--- src/design/lswlf_pkg.sv ---
// ----------------------------------------------------------------------------
// lswlf_pkg
// Shared constants and types for the line-scan white line finder.
// ----------------------------------------------------------------------------
package lswlf_pkg;

	localparam int WINDOW_LEN  = 8;
	localparam int LINE_PIXELS = 128;

	localparam int SAMPLE_W = 12;
	localparam int THR_W    = 12;
	localparam int MLW_W    = 8;
	localparam int DIFF_W   = SAMPLE_W + 1;
	localparam int SUM_W    = SAMPLE_W + 2;
	localparam int IDX_W    = 10;
	localparam int CNT_W    = MLW_W + 1;
	localparam int POS_W    = IDX_W + 1;
	localparam int CFG_IDX_W  = 1;
	localparam int CFG_DATA_W = THR_W;

	localparam logic [THR_W-1:0] THR_RESET = THR_W'(512);
	localparam logic [MLW_W-1:0] MLW_RESET = MLW_W'(16);

	localparam logic [CFG_IDX_W-1:0] REG_EDGE_THRESHOLD = CFG_IDX_W'(0);
	localparam logic [CFG_IDX_W-1:0] REG_MAX_LINE_WIDTH = CFG_IDX_W'(1);

	typedef logic signed [DIFF_W-1:0] diff_t;
	typedef logic signed [SUM_W-1:0]  sum_t;
	typedef logic signed [POS_W-1:0]  pos_t;

endpackage

--- src/design/line_scan_white_line_finder_unit.sv ---
// ----------------------------------------------------------------------------
// line_scan_white_line_finder_unit
// Finds a white line in a line-scan sensor row from windowed pixel differences.
// ----------------------------------------------------------------------------
// Input channel: sample, first_pixel, last_pixel with in_valid / in_stall.
// One pixel is taken per clock unless in_stall is high. first_pixel restarts
// the scan: it clears the difference window, the window sum and the detector
// flags. Every other pixel updates an 8-deep shift line of differences and its
// running sum, and the edge detector (rise arms a width countdown, fall while
// armed records the line position at pixel index minus the window length).
// Output channel: line_position, line_found with out_valid / out_stall. A pixel
// marked last_pixel yields one item, registered, out_valid rising in the cycle
// after the pixel is taken. All other pixels yield nothing.
// Throughput: one pixel per cycle while in_stall is low; the window and detector
// state registers update from the accepted pixel. in_stall rises only when a last_pixel
// item is offered while the result register is full and the receiver stalls;
// pixels without last_pixel keep flowing.
// Configuration: cfg_we / cfg_index / cfg_data, written at any rising edge
// with cfg_we high, index 0 edge_threshold, index 1 max_line_width.
// Reset (arst_n low): threshold 512, width 16, window and flags cleared,
// line marked lost, held position 0, no result pending.
// ----------------------------------------------------------------------------
module line_scan_white_line_finder_unit (
	input  logic                                   clk,
	input  logic                                   arst_n,
	input  logic                                   cfg_we,
	input  logic [lswlf_pkg::CFG_IDX_W-1:0]        cfg_index,
	input  logic [lswlf_pkg::CFG_DATA_W-1:0]       cfg_data,
	input  logic                                   in_valid,
	output logic                                   in_stall,
	input  logic [lswlf_pkg::SAMPLE_W-1:0]         sample,
	input  logic                                   first_pixel,
	input  logic                                   last_pixel,
	output logic                                   out_valid,
	input  logic                                   out_stall,
	output logic signed [lswlf_pkg::POS_W-1:0]     line_position,
	output logic                                   line_found
);

	logic [lswlf_pkg::THR_W-1:0]    thr_q;
	logic [lswlf_pkg::MLW_W-1:0]    mlw_q;
	lswlf_pkg::diff_t               win_q [lswlf_pkg::WINDOW_LEN];
	lswlf_pkg::sum_t                sum_q;
	logic [lswlf_pkg::SAMPLE_W-1:0] prev_q;
	logic [lswlf_pkg::IDX_W-1:0]    idx_q;
	logic                           armed_q;
	logic [lswlf_pkg::CNT_W-1:0]    cnt_q;
	logic                           lost_q;
	lswlf_pkg::pos_t                held_q;
	logic                           out_valid_q;
	lswlf_pkg::pos_t                pos_q;
	logic                           found_q;

	logic                           accept;
	lswlf_pkg::diff_t               diff;
	lswlf_pkg::sum_t                sum_d;
	lswlf_pkg::sum_t                thr_s;
	logic [lswlf_pkg::IDX_W-1:0]    idx_d;
	logic                           armed_d;
	logic [lswlf_pkg::CNT_W-1:0]    cnt_d;
	logic                           lost_d;
	lswlf_pkg::pos_t                held_d;

	assign accept   = in_valid && !in_stall;
	assign in_stall = out_valid_q && out_stall && last_pixel;

	always_comb begin
		diff    = lswlf_pkg::diff_t'({1'b0, sample}) - lswlf_pkg::diff_t'({1'b0, prev_q});
		thr_s   = lswlf_pkg::sum_t'({2'b00, thr_q});
		sum_d   = sum_q - lswlf_pkg::sum_t'(win_q[lswlf_pkg::WINDOW_LEN-1])
			+ lswlf_pkg::sum_t'(diff);
		idx_d   = idx_q + lswlf_pkg::IDX_W'(1);
		armed_d = armed_q;
		cnt_d   = cnt_q;
		lost_d  = lost_q;
		held_d  = held_q;
		if (first_pixel) begin
			sum_d   = '0;
			idx_d   = '0;
			armed_d = 1'b0;
			cnt_d   = '0;
			lost_d  = 1'b1;
		end else begin
			if (sum_d > thr_s) begin
				armed_d = 1'b1;
				cnt_d   = {1'b0, mlw_q};
			end
			if (armed_d) begin
				if (cnt_d == '0)
					armed_d = 1'b0;
				cnt_d = cnt_d - lswlf_pkg::CNT_W'(1);
			end
			if ((-sum_d > thr_s) && armed_d) begin
				armed_d = 1'b0;
				lost_d  = 1'b0;
				held_d  = lswlf_pkg::pos_t'({1'b0, idx_d})
					- lswlf_pkg::pos_t'(lswlf_pkg::WINDOW_LEN);
			end
		end
	end

	always_ff @(posedge clk or negedge arst_n) begin
		if (!arst_n) begin
			thr_q <= lswlf_pkg::THR_RESET;
			mlw_q <= lswlf_pkg::MLW_RESET;
		end else if (cfg_we) begin
			case (cfg_index)
				lswlf_pkg::REG_EDGE_THRESHOLD: thr_q <= cfg_data[lswlf_pkg::THR_W-1:0];
				lswlf_pkg::REG_MAX_LINE_WIDTH: mlw_q <= cfg_data[lswlf_pkg::MLW_W-1:0];
				default: ;
			endcase
		end
	end

	always_ff @(posedge clk or negedge arst_n) begin
		if (!arst_n) begin
			for (int k = 0; k < lswlf_pkg::WINDOW_LEN; k++)
				win_q[k] <= '0;
			sum_q   <= '0;
			prev_q  <= '0;
			idx_q   <= '0;
			armed_q <= 1'b0;
			cnt_q   <= '0;
			lost_q  <= 1'b1;
			held_q  <= '0;
		end else if (accept) begin
			if (first_pixel) begin
				for (int k = 0; k < lswlf_pkg::WINDOW_LEN; k++)
					win_q[k] <= '0;
			end else begin
				win_q[0] <= diff;
				for (int k = 1; k < lswlf_pkg::WINDOW_LEN; k++)
					win_q[k] <= win_q[k-1];
			end
			sum_q   <= sum_d;
			prev_q  <= sample;
			idx_q   <= idx_d;
			armed_q <= armed_d;
			cnt_q   <= cnt_d;
			lost_q  <= lost_d;
			held_q  <= held_d;
		end
	end

	always_ff @(posedge clk or negedge arst_n) begin
		if (!arst_n) begin
			out_valid_q <= 1'b0;
		end else if (accept && last_pixel) begin
			out_valid_q <= 1'b1;
		end else if (!out_stall) begin
			out_valid_q <= 1'b0;
		end
	end

	always_ff @(posedge clk) begin
		if (accept && last_pixel) begin
			pos_q   <= held_d;
			found_q <= !lost_d;
		end
	end

	assign out_valid     = out_valid_q;
	assign line_position = pos_q;
	assign line_found    = found_q;

	a_last_gives_item: assert property (@(posedge clk) disable iff (!arst_n)
		accept && last_pixel |=> out_valid)
		else $error("last pixel produced no result item");

	a_first_clears: assert property (@(posedge clk) disable iff (!arst_n)
		accept && first_pixel |=> lost_q && !armed_q && sum_q == '0 && idx_q == '0)
		else $error("first pixel did not clear scan state");

	a_held_range: assert property (@(posedge clk) disable iff (!arst_n)
		held_q >= -lswlf_pkg::pos_t'(lswlf_pkg::WINDOW_LEN))
		else $error("held position below window offset");

	a_stall_only_full: assert property (@(posedge clk) disable iff (!arst_n)
		in_stall |-> out_valid_q && last_pixel)
		else $error("input stalled without a pending result");

endmodule

--- config.mk ---
export PLATFORM = sky130hd
export DESIGN_NAME = line_scan_white_line_finder_unit
export DESIGN_NICKNAME = d
export VERILOG_FILES = /design/src/design/lswlf_pkg.sv /design/src/design/line_scan_white_line_finder_unit.sv
export SDC_FILE = /design/constraint.sdc
export NUM_CORES = 1
export LEC_CHECK = 0
export ABC_AREA = 0
export BUFFER_PORTS_ARGS = -buffer_cell sky130_fd_sc_hd__buf_2
export CORE_MARGIN = 4
export CORE_UTILIZATION = 62
export CTS_CLUSTER_DIAMETER = 80
export DETAILED_ROUTE_END_ITERATION = 6
export PLACE_DENSITY = 0.77
export REMOVE_ABC_BUFFERS = 1
export SETUP_SLACK_MARGIN = 0.2
export SYNTH_ARGS = -nofsm -noshare
export SYNTH_HDL_FRONTEND = slang
export SYNTH_SLANG_ARGS = --single-unit
export TNS_END_PERCENT = 1
--- constraint.sdc ---
create_clock -name clk -period 8.8 [get_ports clk]
set_clock_uncertainty 0.2 [all_clocks]
set_input_delay 0.44 -clock clk [delete_from_list [all_inputs] [get_ports clk]]
set_output_delay 0.44 -clock clk [all_outputs]
set_load 0.01 [all_outputs]
Word level (Yosys, flattened, before mapping) --
Cells that the tools add are included.
Operators by class: add/subtract/negate cells 7, $lt $le $gt $ge 2, equality and inequality tests 1, mux-type cells 20, bitwise gates (word level) 1, reduce and logical (&&, ||, !) cells 10
Operators by type and width (number):
- two-way mux 104 bit | 1
- two-way mux 9 bit | 4
- > comparator 14 x 13 -> 1 bit | 2
- two-way mux 11 bit | 2
- adder 14 x 13 -> 14 bit | 1
- two-way mux 14 bit | 1
- negation 14 bit | 1
- subtractor 14 x 13 -> 14 bit | 1
- subtractor 12 x 12 -> 13 bit | 1
- two-way mux 1 bit | 11
- subtractor 10 x 4 -> 11 bit, second input constant | 1
- adder 10 x 1 -> 10 bit, second input constant | 1
- two-way mux 10 bit | 1
- zero test 9 bit | 1
- subtractor 9 x 1 -> 9 bit, second input constant | 1
- logical AND 1 bit | 5
- AND reduction 2 bit | 2
- zero test 1 bit | 2
- != test 2 x 1 -> 1 bit, second input constant | 1
- inverter 1 bit | 1
Word-level totals: register bits 195, output and inout port bits 14, logic and storage cells 61

Logic depth before layout (Yosys ltp) --
Gate-level depths: netlist of run 1.
word-level depth 13, depth in mapped cells 31, depth with buffers taken out 28

Worst setup path after synthesis of run 1 --
OpenSTA, ideal clock, no wires.
path kind input-to-reg, from input sample[1] in the netlist's numbering, to register pos_q[2], in the netlist line_position[2] (data pin), setup time 0.260 ns, arrival 6.085 ns, data required time 8.340 ns, path slack 2.255 ns, stages 28, path buffers 2, cell sequence ha_1 nor2b_1 o21ai_0 a21boi_0 o21ai_0 a21boi_0 o2111ai_1 nand3b_1 xnor2_1 fa_1 inv_1 ha_1 a21o_1 o21a_1 or3b_1 buf_2 or4b_4 nor2_1 xnor2_1 ha_1 nand3_1 or4_1 o221ai_1 a22oi_1 o221a_2 and4_4 buf_6 mux2_4
Between the ends: longest elaborated chain between the ends 12, elaborated cells between the ends (all ways) 16
RTL lines:
- from (decl) | line line_scan_white_line_finder_unit.sv:31 | input logic [lswlf_pkg::SAMPLE_W-1:0] sample,
- subtractor 12 x 12 -> 13 bit (*) | line line_scan_white_line_finder_unit.sv:68 | diff = lswlf_pkg::diff_t'({1'b0, sample}) - lswlf_pkg::diff_t'({1'b0, prev_q});
- adder 14 x 13 -> 14 bit (*) | line line_scan_white_line_finder_unit.sv:71 | + lswlf_pkg::sum_t'(diff);
- > comparator 14 x 13 -> 1 bit | line line_scan_white_line_finder_unit.sv:84 | if (sum_d > thr_s) begin
- two-way mux 9 bit | line line_scan_white_line_finder_unit.sv:84
- two-way mux 9 bit | line line_scan_white_line_finder_unit.sv:77 | if (first_pixel) begin
- zero test 9 bit | line line_scan_white_line_finder_unit.sv:89 | if (cnt_d == '0)
- two-way mux 1 bit | line line_scan_white_line_finder_unit.sv:89
- two-way mux 1 bit | line line_scan_white_line_finder_unit.sv:88 | if (armed_d) begin
- two-way mux 1 bit | line line_scan_white_line_finder_unit.sv:77
- logical AND 1 bit (*) | line line_scan_white_line_finder_unit.sv:93 | if ((-sum_d > thr_s) && armed_d) begin
- two-way mux 11 bit (*) | line line_scan_white_line_finder_unit.sv:93
- two-way mux 11 bit (*) | line line_scan_white_line_finder_unit.sv:77
- named net held_d[2] | line line_scan_white_line_finder_unit.sv:62 | lswlf_pkg::pos_t held_d;
- to (signal assigned) | line line_scan_white_line_finder_unit.sv:157 | pos_q <= held_d;
- to (decl) | line line_scan_white_line_finder_unit.sv:51 | lswlf_pkg::pos_t pos_q;
The timed path passes the listed nets; every way through them passes the cells marked *. The select of a mux whose other input is x is not followed. A chain may end at the register's enable or synchronous reset.

Worst setup path after layout of run 1 --
from register prev_q[1] in the netlist's numbering, to register pos_q[9], in the netlist line_position[9] (data pin)
Between the ends: longest elaborated chain between the ends 12, elaborated cells between the ends (all ways) 16
RTL lines:
- from (decl) | line line_scan_white_line_finder_unit.sv:44 | logic [lswlf_pkg::SAMPLE_W-1:0] prev_q;
- from (signal assigned) | line line_scan_white_line_finder_unit.sv:136 | prev_q <= sample;
- subtractor 12 x 12 -> 13 bit (*) | line line_scan_white_line_finder_unit.sv:68
- adder 14 x 13 -> 14 bit (*) | line line_scan_white_line_finder_unit.sv:71
- > comparator 14 x 13 -> 1 bit | line line_scan_white_line_finder_unit.sv:84
- two-way mux 9 bit | line line_scan_white_line_finder_unit.sv:84
- two-way mux 9 bit | line line_scan_white_line_finder_unit.sv:77
- zero test 9 bit | line line_scan_white_line_finder_unit.sv:89
- two-way mux 1 bit | line line_scan_white_line_finder_unit.sv:89
- two-way mux 1 bit | line line_scan_white_line_finder_unit.sv:88
- two-way mux 1 bit | line line_scan_white_line_finder_unit.sv:77
- logical AND 1 bit (*) | line line_scan_white_line_finder_unit.sv:93
- two-way mux 11 bit (*) | line line_scan_white_line_finder_unit.sv:93
- two-way mux 11 bit (*) | line line_scan_white_line_finder_unit.sv:77
- named net held_d[9] | line line_scan_white_line_finder_unit.sv:62
Marks and branches as above.

==> results of run 1 <==
cell usage after synthesis (all sizes together), types with 4 or more instances:
master and instances:
a211oi 5, a21o 13, a21oi 29, a22o 6, and2 5, and3 6
buf 5, clkbuf 52, dfrtp 180, edfxtp 12, fa 14, ha 52
inv 72, mux2 27, mux2i 10, nand2 265, nand2b 6, nand3 21
nand3b 95, nor2 35, nor2b 5, nor3 23, nor4 4, o21a 8
o21ai 81, o21bai 4, o31ai 6, or3 5, xnor2 25, xor2 18
metal layers:
metal	wire length, µm	up-vias	global-route usage
li1	-	3906	-
met1	10400	3817	0.337
met2	10200	162	0.367
met3	910	31	0.0401
met4	371	0	0.0688
met5	0	-	0
area by class of cell:
cell class                 instances  area, µm²  share of cell area
tap                              220        275              0.0234
sequential                       195       4940               0.421
clock inverter                    13        123              0.0104
multi-input combinational        814       5320               0.453
timing repair buffer              59        352              0.0299
clock buffer                      19        464              0.0395
inverter                          72        270              0.0230
worst max-delay path, delay by kind of cell (launching register included):
| kind | cells | cell delay, ps |
|---|---|---|
| adders and majority gates | 4 | 1430 |
| DFF | 1 | 360 |
| xor gates and xnor gates | 2 | 260 |
| muxes | 1 | 320 |
| AOI/OAI and AO/OA | 10 | 2050 |
| buffers and inverters | 2 | 160 |
| and+or+nand+nor | 8 | 2100 |
sequential cells by signal, summed over array words and instances, names as in the netlist:
signal,count
win_q,104
sum_q,14
prev_q,12
thr_q,12
held_q,11
line_position,11
idx_q,10
cnt_q,9
mlw_q,8
armed_q,1
line_found,1
lost_q,1
out_valid,1
worst paths after layout:
kind,from,to,slack (ps),cells after the start
setup / recovery,prev_q[1],line_position[9],1690,27
hold / removal,cfg_data[3],thr_q[3],20,3
setup reg to reg,prev_q[1],line_position[9],1690,27
hold reg to reg,win_q[37],win_q[37],270,2
max in group asynchronous,arst_n,win_q[101],6470,3
min in group asynchronous,arst_n,out_valid,500,2
stage by stage:
| step | total power (µW) | cells |
|---|---|---|
| detailed placement | 3660 | 1355 |
| CTS | 4470 | 1392 |
| global route | 4860 | 1392 |
| floorplan | 3070 | 1081 |
| global placement | 3610 | 1355 |
| finish | 4480 | 1392 |
cells by family (layout without fill, tap and decap cells):
kind of cell | after synthesis | after routing | synth area share
xor+xnor | 44 | 44 | 0.0371
buf+inv | 129 | 163 | 0.0467
flops | 195 | 195 | 0.460
mux | 37 | 37 | 0.0425
compound gates | 179 | 179 | 0.103
simple gates | 488 | 488 | 0.224
fa+ha+maj | 66 | 66 | 0.0866
power breakdown:
part | total, µW | internal [µW] | switching (µW)
sequential | 1150 | 1060 | 88.5
clock | 771 | 420 | 351
combinational | 2560 | 1100 | 1460
what timing repair did:
item                                   4_1_cts  5_1_grt
endpoints found under the hold margin       64        0
buffers inserted                             0        0
hold buffers                                 5        0
==> impl_metrics.env, run 1 <==
export IMPL_maxCapViolations=0
export IMPL_dr_pass1_iters=5
export IMPL_peakVddDrop_mv=0.311
export IMPL_gp_congestion=0.928
export IMPL_ys_seq_area_frac=0.460
export IMPL_die_width_um=140
export IMPL_synth_top_area_frac=0.419
export IMPL_cts_tree="built"
export IMPL_crit_required_ps=8790
export IMPL_fin_crit_sh=0.808
export IMPL_setup_worst_path_class="reg -> reg"
export IMPL_ioPinCount=46
export IMPL_nNetsFinal=1257
export IMPL_p_per_area_mw_per_mm2=382
export IMPL_syn_instance_count=1138
export IMPL_grt_antenna_before_repair=0
export IMPL_clock_sinks=195
export IMPL_slew_headroom=0.370
export IMPL_final_area_mm2=0.0117
export IMPL_clk_latency_ps=440
export IMPL_grt_pass1_wl_mm=37.9
export IMPL_slowest_stage="or4b_4"
export IMPL_track_usage=0.234
export IMPL_synth_cell_type_count=68
export IMPL_synth_top_area_cell="dfrtp_1"
export IMPL_hold_violations=0
export IMPL_setup_tns_ps=0
export IMPL_cts_htree_levels=4
export IMPL_final_cell_mix="264 x nand2_1, 180 x dfrtp_1, 95 x nand3b_1, 78 x o21ai_0, 72 x inv_1"
export IMPL_grt_pass1_vias=7825
export IMPL_ant_nets=0
export IMPL_via_count=7916
export IMPL_yosysWarnings=0
export IMPL_cts_root_buf="clkbuf_16"
export IMPL_avgSynthCellArea_um2=9.45
export IMPL_dp_slack_ps=1580
export IMPL_vias_per_cell=5.69
export IMPL_rsz0062_at_grt="no"
export IMPL_slowest_delay_ps=530
export IMPL_routed_wl_mm=21.8
export IMPL_core_area_mm2=0.0168
export IMPL_rows=47
export IMPL_end_kind="flip-flop"
export IMPL_area_growth_pct=9.23
export IMPL_worstPathArrival_ps=7090
export IMPL_clk_pin_slew_worst_paths_ps=70
export IMPL_synth_seq_cells=195
export IMPL_portBuffers=45
export IMPL_setup_slack_ps=1690
export IMPL_overflow=0
export IMPL_hold_class="in -> reg"
export IMPL_synth_edff_count=12
export IMPL_ctsResizeCount=0
export IMPL_final_common_cell="nand2_1"
export IMPL_fmax_ghz=0.141
export IMPL_drive_gt1_frac=0.107
export IMPL_crit_path_max_fanout=12
export IMPL_post_dp_cell_area_mm2=0.0111
export IMPL_fp_dieArea_mm2=0.0195
export IMPL_initial_core_util=0.642
export IMPL_n_antenna_cell=0
export IMPL_nFillCells=1299
export IMPL_slew_violations=0
export IMPL_routedWlPerCell_um=15.7
export IMPL_crit_path_start_kind="flip-flop"
export IMPL_ys_flop_type="dfrtp_1"
export IMPL_hpwlAfterDp_mm=14.2
export IMPL_drc=0
export IMPL_clk_path_buf_depth=2
export IMPL_synthArstFlopShare=0.938
export IMPL_crit_path_frequent_cell="ha_1"
export IMPL_syn_cell_area_mm2=0.0108
export IMPL_holdWs_ps=21.9
export IMPL_synthTopCellsByArea="dfrtp_1 42%, nand2_1 9.3%, nand3b_1 6.6%, ha_1 6.1%, o21ai_0 3.6%"
export IMPL_worstMarginPinSlew_ps=945
export IMPL_fin_crit_ps=7110
export IMPL_setup_viol=0
export IMPL_numCtsBuffers=17
export IMPL_leakagePower_uw=0.00573
export IMPL_grt_max_degree=119
export IMPL_fp_dieH_um=140
export IMPL_drtIter0Drc=582
export IMPL_status="completed"
export IMPL_fin_util=0.701
Note: power is estimated with default switching activity, not from simulation.
==> inputs of run 2 (changes only) <==
clock period = 6.7 ns   (was 8.8 ns; I/O delays follow)
==> run 2 against run 1 <==
  * Worst hold slack better by 18 ps
  * Cell count up 4.2%
  * Register-to-register slack worse by 1600 ps
  * Sequential power up 31%
  * First-iteration DRC count down 2.4%
  * Final area up 6.2%
  * Count of clock-buffer cells in the layout up 1
  * Combinational power up 59%
  * Non-clock buffer count up 58
  * Critical path depth down 1
  * Largest power group unchanged
==> impl_metrics.env, run 2 (synthesis results as in run 1) <==
export IMPL_hpwlAfterDp_mm=14.4
export IMPL_grt_pass1_wl_mm=39.6
export IMPL_cts_htree_levels=4
export IMPL_rsz0062_at_grt="yes"
export IMPL_top_regs="win_q: 104 flops, sum_q: 14 flops"
export IMPL_grt_pass1_vias=7916
export IMPL_nFillCells=1179
export IMPL_gp_congestion=0.931
export IMPL_clk_pin_slew_worst_paths_ps=70
export IMPL_holdWs_ps=39.7
export IMPL_slew_headroom=0.337
export IMPL_fp_dieH_um=140
export IMPL_fp_dieArea_mm2=0.0195
export IMPL_fmax_ghz=0.152
export IMPL_cts_tree="built"
export IMPL_vias_per_cell=5.68
export IMPL_p_total_uw=6680
export IMPL_multi_input_area_mm2=0.00550
export IMPL_largest_reg_flops=104
export IMPL_r2r_setup_slack_ps=110
export IMPL_rows=47
export IMPL_area_growth_pct=16.0
export IMPL_numCtsBuffers=17
export IMPL_drtIter0Drc=568
export IMPL_n_antenna_cell=0
export IMPL_drive_gt1_frac=0.157
export IMPL_hold_violations=0
export IMPL_pwr_share_seq=0.226
export IMPL_crit_required_ps=6690
export IMPL_setup_viol=0
export IMPL_worstMarginPinSlew_ps=994
export IMPL_p_sw_uw=2730
export IMPL_dr_pass1_iters=5
export IMPL_routedWlPerCell_um=16.0
export IMPL_portBuffers=45
export IMPL_overflow=0
export IMPL_clockPowerShare=0.163
export IMPL_ioPinCount=46
export IMPL_cts_root_buf="clkbuf_16"
export IMPL_routed_wl_mm=23.2
export IMPL_setup_slack_ps=107
export IMPL_regArea_mm2=0.00494
export IMPL_peakVddDrop_mv=0.394
export IMPL_clk_path_buf_depth=2
export IMPL_maxCapViolations=0
export IMPL_fin_crit_ps=6590
export IMPL_clk_latency_ps=440
export IMPL_switching_share=0.409
export IMPL_clock_sinks=195
export IMPL_hold_class="in -> reg"
export IMPL_pwr_share_comb=0.611
export IMPL_crit_path_max_fanout=6
export IMPL_drc=0
export IMPL_leakagePower_uw=0.00605
export IMPL_top_register="win_q"
export IMPL_final_common_cell="nand2_1"
export IMPL_grt_antenna_before_repair=0
export IMPL_p_int_uw=3940
export IMPL_grt_max_degree=119
export IMPL_setup_tns_ps=0
export IMPL_core_area_mm2=0.0168
export IMPL_via_count=8234
export IMPL_dp_cells=1378
export IMPL_nNetsFinal=1315
export IMPL_slew_violations=0
export IMPL_worstPathArrival_ps=6590
export IMPL_layoutNonFillerInstCount=1450
export IMPL_dp_slack_ps=-147
export IMPL_setup_worst_path_class="reg -> reg"
export IMPL_fin_crit_sh=0.984
export IMPL_final_cell_mix="264 x nand2_1, 180 x dfrtp_1, 95 x nand3b_1, 74 x o21ai_0, 70 x inv_1"
export IMPL_initial_core_util=0.642
export IMPL_crit_path_start_kind="flip-flop"
export IMPL_die_width_um=140
export IMPL_end_kind="flip-flop"
export IMPL_status="completed"
export IMPL_track_usage=0.244
export IMPL_ant_nets=0
export IMPL_p_per_area_mw_per_mm2=535
run 2: changes by cell type in the layout (fill, tap and decap cells not counted), sizes merged:
cell         previous run  this run
clkbuf                 20        21
buf                    53        92
dlygate4sd3             5        24
clkinvlp                2         1
inv                    77        74
bufinv                  1         4
run 2: stage by stage:
step	cell area, µm²	util
after floorplan	10500	-
after global placement	11300	0.673
after detailed placement	11300	0.673
after CTS	12300	0.736
after global routing	12500	0.744
final	12500	0.744
run 2: worst paths after layout:
path                            from                to  cells past startpoint
setup / recovery           prev_q[0]  line_position[9]                     26
hold / removal             sample[0]         prev_q[0]                      3
setup reg to reg           prev_q[0]  line_position[9]                     26
hold reg to reg            win_q[37]         win_q[37]                      2
max in group asynchronous     arst_n        win_q[102]                      3
min in group asynchronous     arst_n         held_q[5]                      2
run 2: what timing repair did:
item,CTS,global route
hold buffers,24,0
buffers inserted,14,2
hold endpoints to repair,147,0
endpoints found under the setup margin,22,24
pin swaps,10,14
resized for setup,20,25
run 2: per-layer routing:
| layer | track usage | vias up | share of wire |
|---|---|---|---|
| met5 | 0 | - | 0 |
| met4 | 0.0699 | 0 | 0.016 |
| met3 | 0.0395 | 29 | 0.040 |
| met2 | 0.380 | 163 | 0.47 |
| met1 | 0.359 | 4033 | 0.47 |
| li1 | - | 4009 | - |
run 2: final cells by class:
type,count,share of cell area
inverters,72,0.0217
clock buffers,20,0.0350
well taps,220,0.0221
clock inverters,12,0.0145
flip-flops and latches,195,0.396
repair buffers,117,0.0688
multi-input cells,814,0.441
run 2: power groups by stage:
stage	registers, µW	logic [µW]	clock network [µW]
6_report	1510	4080	1090
5_1_grt	1530	4510	1160
4_1_cts	1510	3790	1100
3_5_place_dp	1530	3550	0
3_3_place_gp	1520	3490	0
2_1_floorplan	1510	2520	0
run 2: worst max-delay path: stages, from the launching register on:
cell and delay, ps:
dfrtp_1 370, ha_2 210, inv_2 40, fa_2 390, a21oi_4 160, o211ai_1 190, o22a_1 270, a21o_1 190
a21oi_2 130, xor2_1 240, fa_1 460, inv_2 80, ha_4 210, o21a_1 180, or3b_4 400, or4b_4 520
nor2_4 100, xnor2_1 70, ha_1 330, nand3_2 70, or4_4 440, o221ai_4 90, a22oi_2 80, o221a_2 310
and4_4 190, buf_12 140, mux2_4 290
==> inputs of run 3 (changes only) <==
CELL_PAD_IN_SITES_DETAIL_PLACEMENT = 2   (was default)
CELL_PAD_IN_SITES_GLOBAL_PLACEMENT = 2   (was default)
CORE_UTILIZATION = 36   (was 62)
PLACE_DENSITY = 0.73   (was 0.77)
clock period = 6.05 ns   (was 6.7 ns; I/O delays follow)
==> run 3 against run 2 <==
  * The flow now finishes with violations (setup timing)
  * Core utilization fell by 30 points
  * Critical endpoint unchanged
  * Worst hold slack got worse by 9.5 ps
  * First-iteration DRC count fell by 41%
  * Via count rose by 6.9%
  * Largest power group unchanged
  * Register-to-register slack got worse by 700 ps
  * Combinational power rose by 31%
  * Power rose by 23%
  * Critical path depth rose by 2
  * Clock power rose by 6%
  * Fmax fell by 0.68%
  * Sequential power rose by 11%
  * Sequential share of layout area fell by 2.0 points
==> impl_metrics.env, run 3 (synthesis results as in run 1) <==
export IMPL_slew_violations=0
export IMPL_grt_pass1_vias=9827
export IMPL_portBuffers=45
export IMPL_fin_crit_ps=6640
export IMPL_status="finished with violations"
export IMPL_crit_path_start_kind="flip-flop"
export IMPL_largest_reg_flops=104
export IMPL_hold_violations=0
export IMPL_routed_wl_mm=31.8
export IMPL_worstPathArrival_ps=6640
export IMPL_dr_pass1_iters=6
export IMPL_overflow=0
export IMPL_dp_slack_ps=-936
export IMPL_cts_htree_levels=4
export IMPL_fin_crit_sh=1.10
export IMPL_slew_headroom=0.290
export IMPL_initial_core_util=0.364
export IMPL_clk_path_buf_depth=2
export IMPL_fp_dieH_um=181
export IMPL_regArea_mm2=0.00494
export IMPL_fmax_ghz=0.151
export IMPL_cts_tree="built"
export IMPL_clk_latency_ps=450
export IMPL_drtIter0Drc=336
export IMPL_final_area_mm2=0.0131
export IMPL_clock_sinks=195
export IMPL_r2r_setup_slack_ps=-590
export IMPL_rows=63
export IMPL_gp_congestion=0.806
export IMPL_fp_dieArea_mm2=0.0327
export IMPL_peakVddDrop_mv=0.342
export IMPL_hold_class="in -> reg"
export IMPL_track_usage=0.196
export IMPL_final_common_cell="nand2_1"
export IMPL_slowest_delay_ps=530
export IMPL_rr_endpoint="line_position[9]"
export IMPL_vias_per_cell=5.23
export IMPL_drive_gt1_frac=0.199
export IMPL_worstRegToRegCells=28
export IMPL_layoutNonFillerInstCount=1684
export IMPL_grt_antenna_before_repair=1
export IMPL_top_regs="win_q: 104 flops, sum_q: 14 flops"
export IMPL_cts_root_buf="clkbuf_16"
export IMPL_setup_slack_ps=-589
export IMPL_leakagePower_uw=0.00632
export IMPL_grt_max_degree=97
export IMPL_multi_input_area_mm2=0.00554
export IMPL_top_register="win_q"
export IMPL_slowest_stage="or4b_4"
export IMPL_area_growth_pct=22.1
export IMPL_final_cell_mix="264 x nand2_1, 180 x dfrtp_1, 110 x buf_4, 95 x nand3b_1, 75 x o21ai_0"
export IMPL_grt_pass1_wl_mm=52.5
export IMPL_r2r_start="prev_q[1]"
export IMPL_routedWlPerCell_um=18.9
export IMPL_rsz0062_at_grt="yes"
export IMPL_setup_viol=26
export IMPL_dp_cells=1614
export IMPL_numCtsBuffers=17
export IMPL_setup_worst_path_class="reg -> reg"
export IMPL_n_antenna_cell=0
export IMPL_crit_path_max_fanout=6
export IMPL_die_width_um=181
export IMPL_nFillCells=3185
export IMPL_min_from="sample[1]"
export IMPL_via_count=8801
export IMPL_crit_required_ps=6050
export IMPL_nNetsFinal=1379
export IMPL_violations="setup timing"
export IMPL_maxCapViolations=0
export IMPL_worstMarginPinSlew_ps=1070
export IMPL_core_area_mm2=0.0296
export IMPL_hpwlAfterDp_mm=20.7
export IMPL_p_per_area_mw_per_mm2=623
export IMPL_end_kind="flip-flop"
export IMPL_ant_nets=0
export IMPL_post_dp_cell_area_mm2=0.0120
export IMPL_hold_depth=4
export IMPL_drc=0
export IMPL_ioPinCount=46
export IMPL_clk_pin_slew_worst_paths_ps=80
export IMPL_hold_end="prev_q[1]"
run 3: cell types whose count changed in the layout (fill, tap and decap cells not counted), moves of 3 or more:
| cell | change |
|---|---|
| buf_4 | +66 |
| inv_6 | +6 |
| buf_6 | -3 |
| bufinv_16 | -3 |
| clkbuf_1 | -3 |
run 3: worst max-delay path, delay by kind of cell (launching register included):
kind | cells | cell delay, ps
AOI/OAI and AO/OA | 11 | 1790
xor gates and xnor gates | 2 | 230
adders and majority gates | 4 | 1320
buffers and inverters | 2 | 140
DFF | 1 | 360
muxes | 1 | 310
and+or+nand+nor | 8 | 2020
run 3: metrics by stage:
stage,utilization,total power [µW],hold slack (ps),setup TNS [ps]
after floorplan,-,4460,-193,-10040
after global placement,0.406,6360,197,-18510
after detailed placement,0.406,6620,196,-26120
after CTS,0.441,8130,4.64,-11660
after global routing,0.444,8860,65.7,-22890
final,0.444,8180,30.2,-13040
run 3: how the worst max path moves through the flow:
stage	to	depth (start not counted)	slack [ps]	from
after global routing	line_position[9]	27	-860	prev_q[0]
after floorplan	line_position[10]	24	-570	prev_q[1]
after CTS	line_position[9]	28	-550	prev_q[1]
after detailed placement	line_position[6]	27	-940	sample[1]
final	line_position[9]	28	-590	prev_q[1]
after global placement	line_position[6]	27	-730	sample[1]
run 3: cell type report:
| type | count | area share |
|---|---|---|
| Clock buffer | 17 | 0.0324 |
| Clock inverter | 15 | 0.0110 |
| Inverter | 72 | 0.0206 |
| Multi-Input combinational cell | 815 | 0.422 |
| Sequential cell | 195 | 0.377 |
| Tap cell | 390 | 0.0372 |
| Timing Repair Buffer | 180 | 0.100 |
run 3: power by group:
| part | internal (µW) | total (µW) | leakage, µW | switching [µW] |
|---|---|---|---|---|
| clock | 580 | 1160 | 0.000275 | 579 |
| sequential | 1540 | 1680 | 0.00252 | 138 |
| combinational | 2580 | 5340 | 0.00353 | 2760 |
run 3: repair_timing:
| action | in CTS | in global routing |
|---|---|---|
| gates cloned | 1 | 0 |
| hold buffers | 24 | 0 |
| setup buffers | 10 | 3 |
| hold endpoints to repair | 104 | 0 |
| pin swaps | 13 | 10 |
| endpoints found under the setup margin | 34 | 34 |
| gates resized for setup | 37 | 8 |
run 3: metal layers:
layer	vias to the layer above	track usage	part of all wire
met3	39	0.0316	0.021
met4	0	0.0493	0.017
met2	73	0.349	0.52
met1	4548	0.249	0.45
li1	4141	-	-
met5	-	0	0
